==> src/hkr_pkg.sv <==
// types, constants and usage-to-key-code mapping for the boot keyboard report decoder
// no dependencies; used by every module of the block
package hkr_pkg;

  localparam int unsigned REPORT_SLOTS = 6;
  localparam logic [7:0] MIN_REPORT_LEN = 8'd8;
  localparam logic [7:0] SHIFT_MASK = 8'h22;
  localparam logic [7:0] USAGE_NONE = 8'h00;
  localparam logic [7:0] USAGE_ROLLOVER = 8'h01;

  // usage codes with fixed meaning
  localparam logic [7:0] USAGE_A = 8'h04;
  localparam logic [7:0] USAGE_Z = 8'h1d;
  localparam logic [7:0] USAGE_1 = 8'h1e;
  localparam logic [7:0] USAGE_0 = 8'h27;
  localparam logic [7:0] USAGE_ENTER = 8'h28;
  localparam logic [7:0] USAGE_ESCAPE = 8'h29;
  localparam logic [7:0] USAGE_BSPACE = 8'h2a;
  localparam logic [7:0] USAGE_TAB = 8'h2b;
  localparam logic [7:0] USAGE_SPACE = 8'h2c;
  localparam logic [7:0] USAGE_MINUS = 8'h2d;
  localparam logic [7:0] USAGE_EQUAL = 8'h2e;
  localparam logic [7:0] USAGE_LBRACKET = 8'h2f;
  localparam logic [7:0] USAGE_RBRACKET = 8'h30;
  localparam logic [7:0] USAGE_BSLASH = 8'h31;
  localparam logic [7:0] USAGE_SEMICOLON = 8'h33;
  localparam logic [7:0] USAGE_QUOTE = 8'h34;
  localparam logic [7:0] USAGE_GRAVE = 8'h35;
  localparam logic [7:0] USAGE_COMMA = 8'h36;
  localparam logic [7:0] USAGE_PERIOD = 8'h37;
  localparam logic [7:0] USAGE_SLASH = 8'h38;
  localparam logic [7:0] USAGE_RIGHT = 8'h4f;
  localparam logic [7:0] USAGE_LEFT = 8'h50;
  localparam logic [7:0] USAGE_DOWN = 8'h51;
  localparam logic [7:0] USAGE_UP = 8'h52;

  // key codes outside ascii
  localparam logic [7:0] KEY_SELECT = 8'd128;
  localparam logic [7:0] KEY_BACK = 8'd129;
  localparam logic [7:0] KEY_RIGHT = 8'd130;
  localparam logic [7:0] KEY_LEFT = 8'd131;
  localparam logic [7:0] KEY_DOWN = 8'd132;
  localparam logic [7:0] KEY_UP = 8'd133;
  localparam logic [7:0] KEY_NONE = 8'd0;

  localparam logic [7:0] DIGIT_PLAIN [10] = '{
    8'h31, 8'h32, 8'h33, 8'h34, 8'h35, 8'h36, 8'h37, 8'h38, 8'h39, 8'h30
  };
  localparam logic [7:0] DIGIT_SHIFT [10] = '{
    8'h21, 8'h40, 8'h23, 8'h24, 8'h25, 8'h5e, 8'h26, 8'h2a, 8'h28, 8'h29
  };

  typedef struct packed {
    logic [7:0] modifiers;
    logic [7:0] key_slot0;
    logic [7:0] key_slot1;
    logic [7:0] key_slot2;
    logic [7:0] key_slot3;
    logic [7:0] key_slot4;
    logic [7:0] key_slot5;
    logic [7:0] report_length;
  } hkr_in_t;

  typedef struct packed {
    logic       is_press;
    logic [7:0] key_code;
    logic       last;
  } hkr_out_t;

  // what one lane found for its slot
  typedef struct packed {
    logic       release_ev;
    logic       press_ev;
    logic [7:0] next_code;
  } hkr_lane_res_t;

  function automatic logic [7:0] map_usage(input logic [7:0] u, input logic sh);
    logic [7:0] off_letter;
    logic [7:0] off_digit;
    logic [7:0] code;
    off_letter = u - USAGE_A;
    off_digit = u - USAGE_1;
    code = KEY_NONE;
    case (u) inside
      [USAGE_A:USAGE_Z]: code = (sh ? 8'h41 : 8'h61) + off_letter;
      [USAGE_1:USAGE_0]: code = sh ? DIGIT_SHIFT[off_digit[3:0]] : DIGIT_PLAIN[off_digit[3:0]];
      USAGE_ENTER:       code = KEY_SELECT;
      USAGE_ESCAPE:      code = KEY_BACK;
      USAGE_BSPACE:      code = 8'h08;
      USAGE_TAB:         code = 8'h09;
      USAGE_SPACE:       code = 8'h20;
      USAGE_MINUS:       code = sh ? 8'h5f : 8'h2d;
      USAGE_EQUAL:       code = sh ? 8'h2b : 8'h3d;
      USAGE_LBRACKET:    code = sh ? 8'h7b : 8'h5b;
      USAGE_RBRACKET:    code = sh ? 8'h7d : 8'h5d;
      USAGE_BSLASH:      code = sh ? 8'h7c : 8'h5c;
      USAGE_SEMICOLON:   code = sh ? 8'h3a : 8'h3b;
      USAGE_QUOTE:       code = sh ? 8'h22 : 8'h27;
      USAGE_GRAVE:       code = sh ? 8'h7e : 8'h60;
      USAGE_COMMA:       code = sh ? 8'h3c : 8'h2c;
      USAGE_PERIOD:      code = sh ? 8'h3e : 8'h2e;
      USAGE_SLASH:       code = sh ? 8'h3f : 8'h2f;
      USAGE_RIGHT:       code = KEY_RIGHT;
      USAGE_LEFT:        code = KEY_LEFT;
      USAGE_DOWN:        code = KEY_DOWN;
      USAGE_UP:          code = KEY_UP;
      default:           code = KEY_NONE;
    endcase
    return code;
  endfunction

endpackage

==> src/hkr_lane.sv <==
// one slot lane: release check for the held usage, retain lookup and mapping for the new one
// depends on hkr_pkg
module hkr_lane #(
  parameter int unsigned KEY_SLOTS = 6,
  parameter int unsigned LANE = 0
) (
  input  logic [7:0]            held_usage_i [KEY_SLOTS],
  input  logic [7:0]            held_code_i  [KEY_SLOTS],
  input  logic [7:0]            cur_i        [KEY_SLOTS],
  input  logic                  shift_i,
  output hkr_pkg::hkr_lane_res_t res_o
);
  import hkr_pkg::*;

  logic       gone;
  logic       kept;
  logic [7:0] kept_code;
  logic [7:0] mapped;

  // old usage of this slot missing from the new report
  always_comb begin
    gone = 1'b1;
    for (int j = 0; j < KEY_SLOTS; j++) begin
      if (cur_i[j] == held_usage_i[LANE]) gone = 1'b0;
    end
  end

  // first old slot holding the new usage wins, so scan from the top down
  always_comb begin
    kept = 1'b0;
    kept_code = KEY_NONE;
    for (int j = KEY_SLOTS - 1; j >= 0; j--) begin
      if (held_usage_i[j] == cur_i[LANE]) begin
        kept = 1'b1;
        kept_code = held_code_i[j];
      end
    end
  end

  assign mapped = map_usage(cur_i[LANE], shift_i);

  always_comb begin
    res_o.release_ev = (held_usage_i[LANE] != USAGE_NONE) && gone
                       && (held_code_i[LANE] != KEY_NONE);
    res_o.press_ev = 1'b0;
    res_o.next_code = KEY_NONE;
    if (cur_i[LANE] != USAGE_NONE) begin
      if (kept) begin
        res_o.next_code = kept_code;
      end else begin
        res_o.next_code = mapped;
        res_o.press_ev = (mapped != KEY_NONE);
      end
    end
  end

endmodule

==> src/hkr_emitter.sv <==
// merge stage: holds one report's event set and sends it out one event per transfer
// depends on hkr_pkg
module hkr_emitter #(
  parameter int unsigned KEY_SLOTS = 6
) (
  input  logic                 clk_i,
  input  logic                 rst_ni,
  input  logic                 load_i,
  input  logic [2*KEY_SLOTS-1:0] ev_mask_i,
  input  logic [7:0]           ev_code_i [2*KEY_SLOTS],
  output logic                 take_ok_o,
  output logic                 out_valid_o,
  input  logic                 out_stall_i,
  output hkr_pkg::hkr_out_t    out_data_o
);
  import hkr_pkg::*;

  localparam int unsigned NUM_EVENTS = 2 * KEY_SLOTS;

  // releases sit in the low half, presses in the high half
  logic [NUM_EVENTS-1:0] mask_q, mask_d;
  logic [7:0]            code_q [NUM_EVENTS];
  logic [NUM_EVENTS-1:0] pick;
  logic [NUM_EVENTS-1:0] rest;
  logic [7:0]            pick_code;
  logic                  pop;
  logic                  out_valid_q, out_valid_d;
  hkr_out_t              out_q, out_d;

  assign pick = mask_q & (~mask_q + NUM_EVENTS'(1));
  assign rest = mask_q & ~pick;

  always_comb begin
    pick_code = '0;
    for (int e = 0; e < NUM_EVENTS; e++) begin
      pick_code = pick_code | (code_q[e] & {8{pick[e]}});
    end
  end

  assign pop = (mask_q != '0) && (!out_valid_q || !out_stall_i);
  assign take_ok_o = (mask_q == '0) || (pop && (rest == '0));

  always_comb begin
    mask_d = mask_q;
    if (pop) mask_d = rest;
    if (load_i) mask_d = ev_mask_i;
  end

  always_comb begin
    out_valid_d = out_valid_q;
    out_d = out_q;
    if (pop) begin
      out_valid_d = 1'b1;
      out_d.is_press = |pick[NUM_EVENTS-1:KEY_SLOTS];
      out_d.key_code = pick_code;
      out_d.last = (rest == '0);
    end else if (!out_stall_i) begin
      out_valid_d = 1'b0;
    end
  end

  always_ff @(posedge clk_i or negedge rst_ni) begin
    if (!rst_ni) begin
      mask_q <= '0;
      out_valid_q <= 1'b0;
    end else begin
      mask_q <= mask_d;
      out_valid_q <= out_valid_d;
    end
  end

  always_ff @(posedge clk_i) begin
    out_q <= out_d;
    if (load_i) code_q <= ev_code_i;
  end

  assign out_valid_o = out_valid_q;
  assign out_data_o = out_q;

`ifndef SYNTHESIS
  a_load_when_free: assert property (@(posedge clk_i) disable iff (!rst_ni)
    load_i |-> (mask_q == '0) || (pop && (rest == '0)))
    else $error("event set loaded over pending events");
  a_pick_onehot: assert property (@(posedge clk_i) disable iff (!rst_ni)
    pop |-> $onehot(pick))
    else $error("event pick not one-hot");
  a_rest_kept: assert property (@(posedge clk_i) disable iff (!rst_ni)
    (pop && (rest != '0)) |=> (mask_q != '0))
    else $error("pending events lost");
  a_last_empties: assert property (@(posedge clk_i) disable iff (!rst_ni)
    (pop && (rest == '0) && !load_i) |=> (mask_q == '0))
    else $error("events left after last");
`endif

endmodule

==> src/hid_keyboard_report_to_key_events.sv <==
// top level of the boot keyboard report decoder: held-key state, slot lanes and event merge
// depends on hkr_pkg, hkr_lane and hkr_emitter
//
//  channel | valid      | stall      | payload
//  --------+------------+------------+---------------------------
//  report  | in_valid_i | in_stall_o | in_data_i  (hkr_in_t)
//  event   | out_valid_o| out_stall_i| out_data_o (hkr_out_t)
//
// a report is decoded in the cycle of its transfer: the lanes compare it against the held
// state, which is updated at that edge unless the report is too short or flags rollover;
// events then leave one per cycle from the merge stage while the output is not stalled.
// the next report is taken in the cycle the last event of the previous one moves to the
// output register. reset clears the held usages and codes. a stalled output holds its event;
// the input stalls only while events of the previous report are still queued.
module hid_keyboard_report_to_key_events #(
  parameter int unsigned KEY_SLOTS = 6
) (
  input  logic              clk_i,
  input  logic              rst_ni,
  input  logic              in_valid_i,
  output logic              in_stall_o,
  input  hkr_pkg::hkr_in_t  in_data_i,
  output logic              out_valid_o,
  input  logic              out_stall_i,
  output hkr_pkg::hkr_out_t out_data_o
);
  import hkr_pkg::*;

  localparam int unsigned NUM_EVENTS = 2 * KEY_SLOTS;

  logic [7:0]            held_usage_q [KEY_SLOTS];
  logic [7:0]            held_code_q  [KEY_SLOTS];
  logic [7:0]            rep_slot     [REPORT_SLOTS];
  logic [7:0]            cur          [KEY_SLOTS];
  hkr_lane_res_t         lane_res     [KEY_SLOTS];
  logic [NUM_EVENTS-1:0] ev_mask;
  logic [7:0]            ev_code      [NUM_EVENTS];
  logic                  shift;
  logic                  rollover;
  logic                  report_ok;
  logic                  take_ok;
  logic                  accept;
  logic                  load;

  assign rep_slot[0] = in_data_i.key_slot0;
  assign rep_slot[1] = in_data_i.key_slot1;
  assign rep_slot[2] = in_data_i.key_slot2;
  assign rep_slot[3] = in_data_i.key_slot3;
  assign rep_slot[4] = in_data_i.key_slot4;
  assign rep_slot[5] = in_data_i.key_slot5;

  for (genvar i = 0; i < KEY_SLOTS; i++) begin : g_lane
    if (i < REPORT_SLOTS) begin : g_used
      assign cur[i] = rep_slot[i];
    end else begin : g_extra
      assign cur[i] = USAGE_NONE;
    end

    hkr_lane #(
      .KEY_SLOTS(KEY_SLOTS),
      .LANE     (i)
    ) u_lane (
      .held_usage_i(held_usage_q),
      .held_code_i (held_code_q),
      .cur_i       (cur),
      .shift_i     (shift),
      .res_o       (lane_res[i])
    );

    assign ev_mask[i] = lane_res[i].release_ev;
    assign ev_mask[KEY_SLOTS+i] = lane_res[i].press_ev;
    assign ev_code[i] = held_code_q[i];
    assign ev_code[KEY_SLOTS+i] = lane_res[i].next_code;
  end

  assign shift = (in_data_i.modifiers & SHIFT_MASK) != 8'h00;

  always_comb begin
    rollover = 1'b0;
    for (int i = 0; i < KEY_SLOTS; i++) begin
      if (cur[i] == USAGE_ROLLOVER) rollover = 1'b1;
    end
  end

  assign report_ok = (in_data_i.report_length >= MIN_REPORT_LEN) && !rollover;
  assign accept = in_valid_i && take_ok;
  assign load = accept && report_ok;
  assign in_stall_o = !take_ok;

  always_ff @(posedge clk_i or negedge rst_ni) begin
    if (!rst_ni) begin
      for (int i = 0; i < KEY_SLOTS; i++) begin
        held_usage_q[i] <= USAGE_NONE;
        held_code_q[i] <= KEY_NONE;
      end
    end else if (load) begin
      for (int i = 0; i < KEY_SLOTS; i++) begin
        held_usage_q[i] <= cur[i];
        held_code_q[i] <= lane_res[i].next_code;
      end
    end
  end

  hkr_emitter #(
    .KEY_SLOTS(KEY_SLOTS)
  ) u_emitter (
    .clk_i      (clk_i),
    .rst_ni     (rst_ni),
    .load_i     (load),
    .ev_mask_i  (ev_mask),
    .ev_code_i  (ev_code),
    .take_ok_o  (take_ok),
    .out_valid_o(out_valid_o),
    .out_stall_i(out_stall_i),
    .out_data_o (out_data_o)
  );

endmodule
==> config.mk <==
export PLATFORM = sky130hd
export DESIGN_NAME = hid_keyboard_report_to_key_events
export DESIGN_NICKNAME = d
export VERILOG_FILES = /design/src/hkr_pkg.sv /design/src/hkr_lane.sv /design/src/hkr_emitter.sv /design/src/hid_keyboard_report_to_key_events.sv
export SDC_FILE = /design/constraint.sdc
export NUM_CORES = 1
export LEC_CHECK = 0
export BUFFER_PORTS_ARGS = -buffer_cell sky130_fd_sc_hd__buf_2
export CAP_MARGIN = 20
export CELL_PAD_IN_SITES_DETAIL_PLACEMENT = 1
export CELL_PAD_IN_SITES_GLOBAL_PLACEMENT = 2
export CORE_ASPECT_RATIO = 0.5
export CORE_MARGIN = 8
export CORE_UTILIZATION = 40
export DETAILED_ROUTE_END_ITERATION = 8
export PLACE_DENSITY_LB_ADDON = 0.1
export SLEW_MARGIN = 20
export SYNTH_ARGS = -nofsm -noshare
export SYNTH_HDL_FRONTEND = slang
export SYNTH_SLANG_ARGS = --single-unit
==> constraint.sdc <==
create_clock -name clk_i -period 4 [get_ports clk_i]
set_input_delay 0.8 -clock clk_i [delete_from_list [all_inputs] [get_ports clk_i]]
set_output_delay 0.8 -clock clk_i [all_outputs]
set_load 0.05 [all_outputs]
==> metrics.yaml <==
outcome:
  status: "complete, no violations"
grt:
  grt_pass1_vias: 23945
  track_usage_pct: 32.9
  antenna_found_initial: 3
  grt.busiest_layer: "met1"
  grt_use_met2_pct: 46.9
  grt_max_degree: 59
  grt_util_met3_pct: 9.90
  overflow: 0
  grt_first_pass_wirelength_um: 164000
  gr-usage-met1_pct: 47.5
pwr:
  vdd_drop_max_mv: 0.333
  power.leakage_nw: 10.7
  power_density_nw_per_um2: 538
worst_setup_path:
  r2r-end: "ev_code[88]"
  crit_chain: "nor4_4 -> nand2_2 -> a2111oi_4 -> o21ai_2 -> o32a_1 -> buf_2"
  reg2regPathDepth: 8
  arrival_ns: 3.03
  critPathMaxFanout: 15
  ff2ff_setup_slack_ns: 0.59
  cp_num_buf_inv: 1
  slowest_stage: "dfrtp_1"
  path_class: "reg -> out"
  crit_required_ns: 3.20
  end_kind: "primary output"
  timing.rr.start: "held_usage_q[7]"
  crit_family: "compound AO/OA/AOI/OAI gates"
  start_kind: "flop"
  max_stage_delay_ns: 0.61
logic_synthesis:
  ys_ff_latch: 215
  synth-edff-count: 106
  yosysWarnings: 0
  netlist.top_cell.by_area: "edfxtp_1"
  ys_top_cells_by_area: "edfxtp_1 (14%), dfrtp_1 (12%), xor2_1 (8.0%)"
  yosysTopAreaCellShare_pct: 13.8
  syn_avg_cell_area_um2: 8.32
  netlist_area_um2: 23000
  ys_async_sr_fraction_pct: 50.7
  synthDistinctLibCells: 104
  ys.flop_type: "dfrtp_1"
  synth_nets: 2951
  synthCells: 2763
  yosysSeqAreaShare_pct: 25.7
placed_design:
  dp_hpwl_um: 86000
  io_buffers: 70
  pre_cts_slack_ns: -0.0415
  place_congestion: 0.984
clock_tree:
  ctsResizeCount: 0
  numCtsBuffers: 23
  postCtsSetupRepairBufs: 0
  cts-htree-levels: 1
  clk_latency_ns: 0.58
  clkSlewWorstSetupHoldPaths_ns: 0.07
  cts-hold-fix-buffers: 0
  cts_tree: "yes"
  clock_sinks: 215
  cts_root_buffer: "clkbuf_16"
  cts_buffer_depth: 3
sta:
  setup_ws_ns: 0.171
  fin_skew_ns: 0.0323
  report.final.setup_viol: 0
  maxSlewHeadroom_pct: 28.0
  finalCritPeriodShare_pct: 95.7
  final_hold_viol_count: 0
  finalCriticalPeriod_ns: 3.83
  final-max-slew-violation-count: 0
  rsz0062_at_grt: "no"
  worst_slew_pin_slew_ns: 1.07
  fin_hold_ws_ns: 0.355
  max_freq_mhz: 261
drt:
  avgViaCountPerCell: 6.64
  avgRoutedWirePerCell_um: 30.5
  drc: 0
  first_pass_iters: 6
  wl_um: 113000
  ant_nets: 0
  vias: 24496
  dr.first_iter.drc_count: 2811
cells_and_area:
  drive_gt1_share_pct: 17.6
  nets: 3086
  area_growth_syn_to_layout_pct: 14.9
  nFillCells: 6813
die:
  core_um2: 57100
  die_area_um2: 65900
  ios: 80
  die_h_um: 186
  die_w_um: 355
  start_util_pct: 40.3
  num_rows: 62
worst_hold_path:
  hp-class: "in -> async"
run:
  maxCapViolCount: 0
-- how the worst max path moves through the flow --
stage                              from                   end  slack, ns  cells past startpoint
detailed placement         in_data_i[9]  u_emitter.mask_q[11]      -0.04                     13
floorplan                 in_data_i[18]  u_emitter.mask_q[11]       0.38                     11
global placement           in_data_i[9]  u_emitter.mask_q[11]      -0.08                     13
finish              u_emitter.mask_q[1]            in_stall_o       0.17                      6
CTS                 u_emitter.mask_q[1]            in_stall_o       0.15                      6
global route        u_emitter.mask_q[1]            in_stall_o       0.02                      6
-- synthesized netlist by cell type, drive strengths merged (12+ instances only) --
cell	count
clkbuf	131
a311oi	17
a21oi	130
a22oi	41
nor3	51
buf	133
nand2b	22
mux2i	19
nand4	50
nor2b	36
a2111oi	14
xor2	209
o21ai	185
mux2	66
inv	93
nand2	228
dfrtp	109
or2	12
edfxtp	106
o221ai	37
nor4	90
a211oi	41
a2bb2oi	14
a221oi	46
xnor2	103
nand3	65
nand3b	16
or3	30
a221o	26
o31ai	16
and3	19
nor3b	23
ha	120
o22ai	44
nor2	115
o211ai	32
a21o	15
a21boi	17
and2	31
a31oi	35
-- stage by stage --
step / power, W / util, % / setup TNS, ns / cell area (um^2) / std cells
5_1_grt: 0.0147 / 46.3 / 0 / 26400 / 3683
3_5_place_dp: 0.0116 / 44.9 / -0.0415 / 25600 / 3640
6_report: 0.0142 / 46.3 / 0 / 26400 / 3687
4_1_cts: 0.0139 / 46.2 / 0 / 26400 / 3682
3_3_place_gp: 0.0114 / 44.9 / -0.0825 / 25600 / 3640
2_1_floorplan: 0.00852 / - / 0 / 23000 / 2763
-- state kept, by name, indices dropped and copies added, names as in the netlist --
register               cells
u_emitter.mask_q          12
held_usage_q              48
u_emitter.out_data_o      10
u_emitter.out_valid_o      1
ev_code                   48
u_emitter.code_q          96
-- per-layer routing --
layer	vias to the layer above	wire length (um)
li1	10658	-
met5	-	19
met1	12303	50500
met2	1311	44900
met4	2	3570
met3	222	13600
-- worst reg2reg max path, stage by stage (launching register included) --
cell and delay, ns:
dfrtp_1 0.73, xor2_1 0.15, nor4_1 0.58, o211ai_1 0.33, buf_4 0.26, o221a_2 0.24, o31ai_1 0.37, a21oi_1 0.29
mux2_2 0.34
-- placed cells by master (no fill, tap or decap), drive strengths merged, types with 14 or more instances in the layout --
cell type	n
and3	19
a2111oi	14
nor4	90
a311oi	17
xor2	209
clkbuf	28
a21boi	17
nand2b	22
o221ai	37
and2	31
or3	30
a31oi	35
buf	373
nor2b	36
nand4	50
nand2	228
o211ai	32
o21ai	185
mux2i	19
dfrtp	109
nand3b	16
nor3b	23
mux2	66
xnor2	103
a221oi	46
a2bb2oi	14
nor2	115
o22ai	44
a22oi	41
edfxtp	106
a221o	26
nand3	65
o31ai	16
a211oi	41
a21oi	130
a21o	15
nor3	51
inv	97
ha	120
-- area by class of cell --
class	count	area, um^2	share of cell area [%]
antenna	4	10.0	0.0379
clock buffer	28	624	2.36
clock inverter	14	166	0.630
inverter	94	353	1.34
multi-input combinational	2190	15600	59.0
sequential	215	5910	22.4
tap	768	961	3.64
timing repair buffer	374	2800	10.6
-- cell families (layout without fill, tap and decap cells) --
kind of cell	count (synthesis)	in the layout	share of synthesized area, %
XOR/XNOR	312	312	11.9
adder cells (fa/ha/maj)	123	123	6.66
multiplexers	85	85	4.06
AO/OA/AOI/OAI	828	828	25.3
AND/OR/NAND/NOR	842	842	19.8
flip-flops	215	215	25.7
other	0	4	0
buffers and inverters	358	510	6.56
-- report_power, final --
group / internal, W / total (W) / switching (W) / leakage [nW]
sequential: 0.00322 / 0.00537 / 0.00215 / 2.40
combinational: 0.00270 / 0.00656 / 0.00386 / 7.91
clock: 0.00127 / 0.00228 / 0.00101 / 0.381
total: 0.00719 / 0.0142 / 0.00702 / 10.7
No activity file was read; power rests on OpenSTA's default activity.
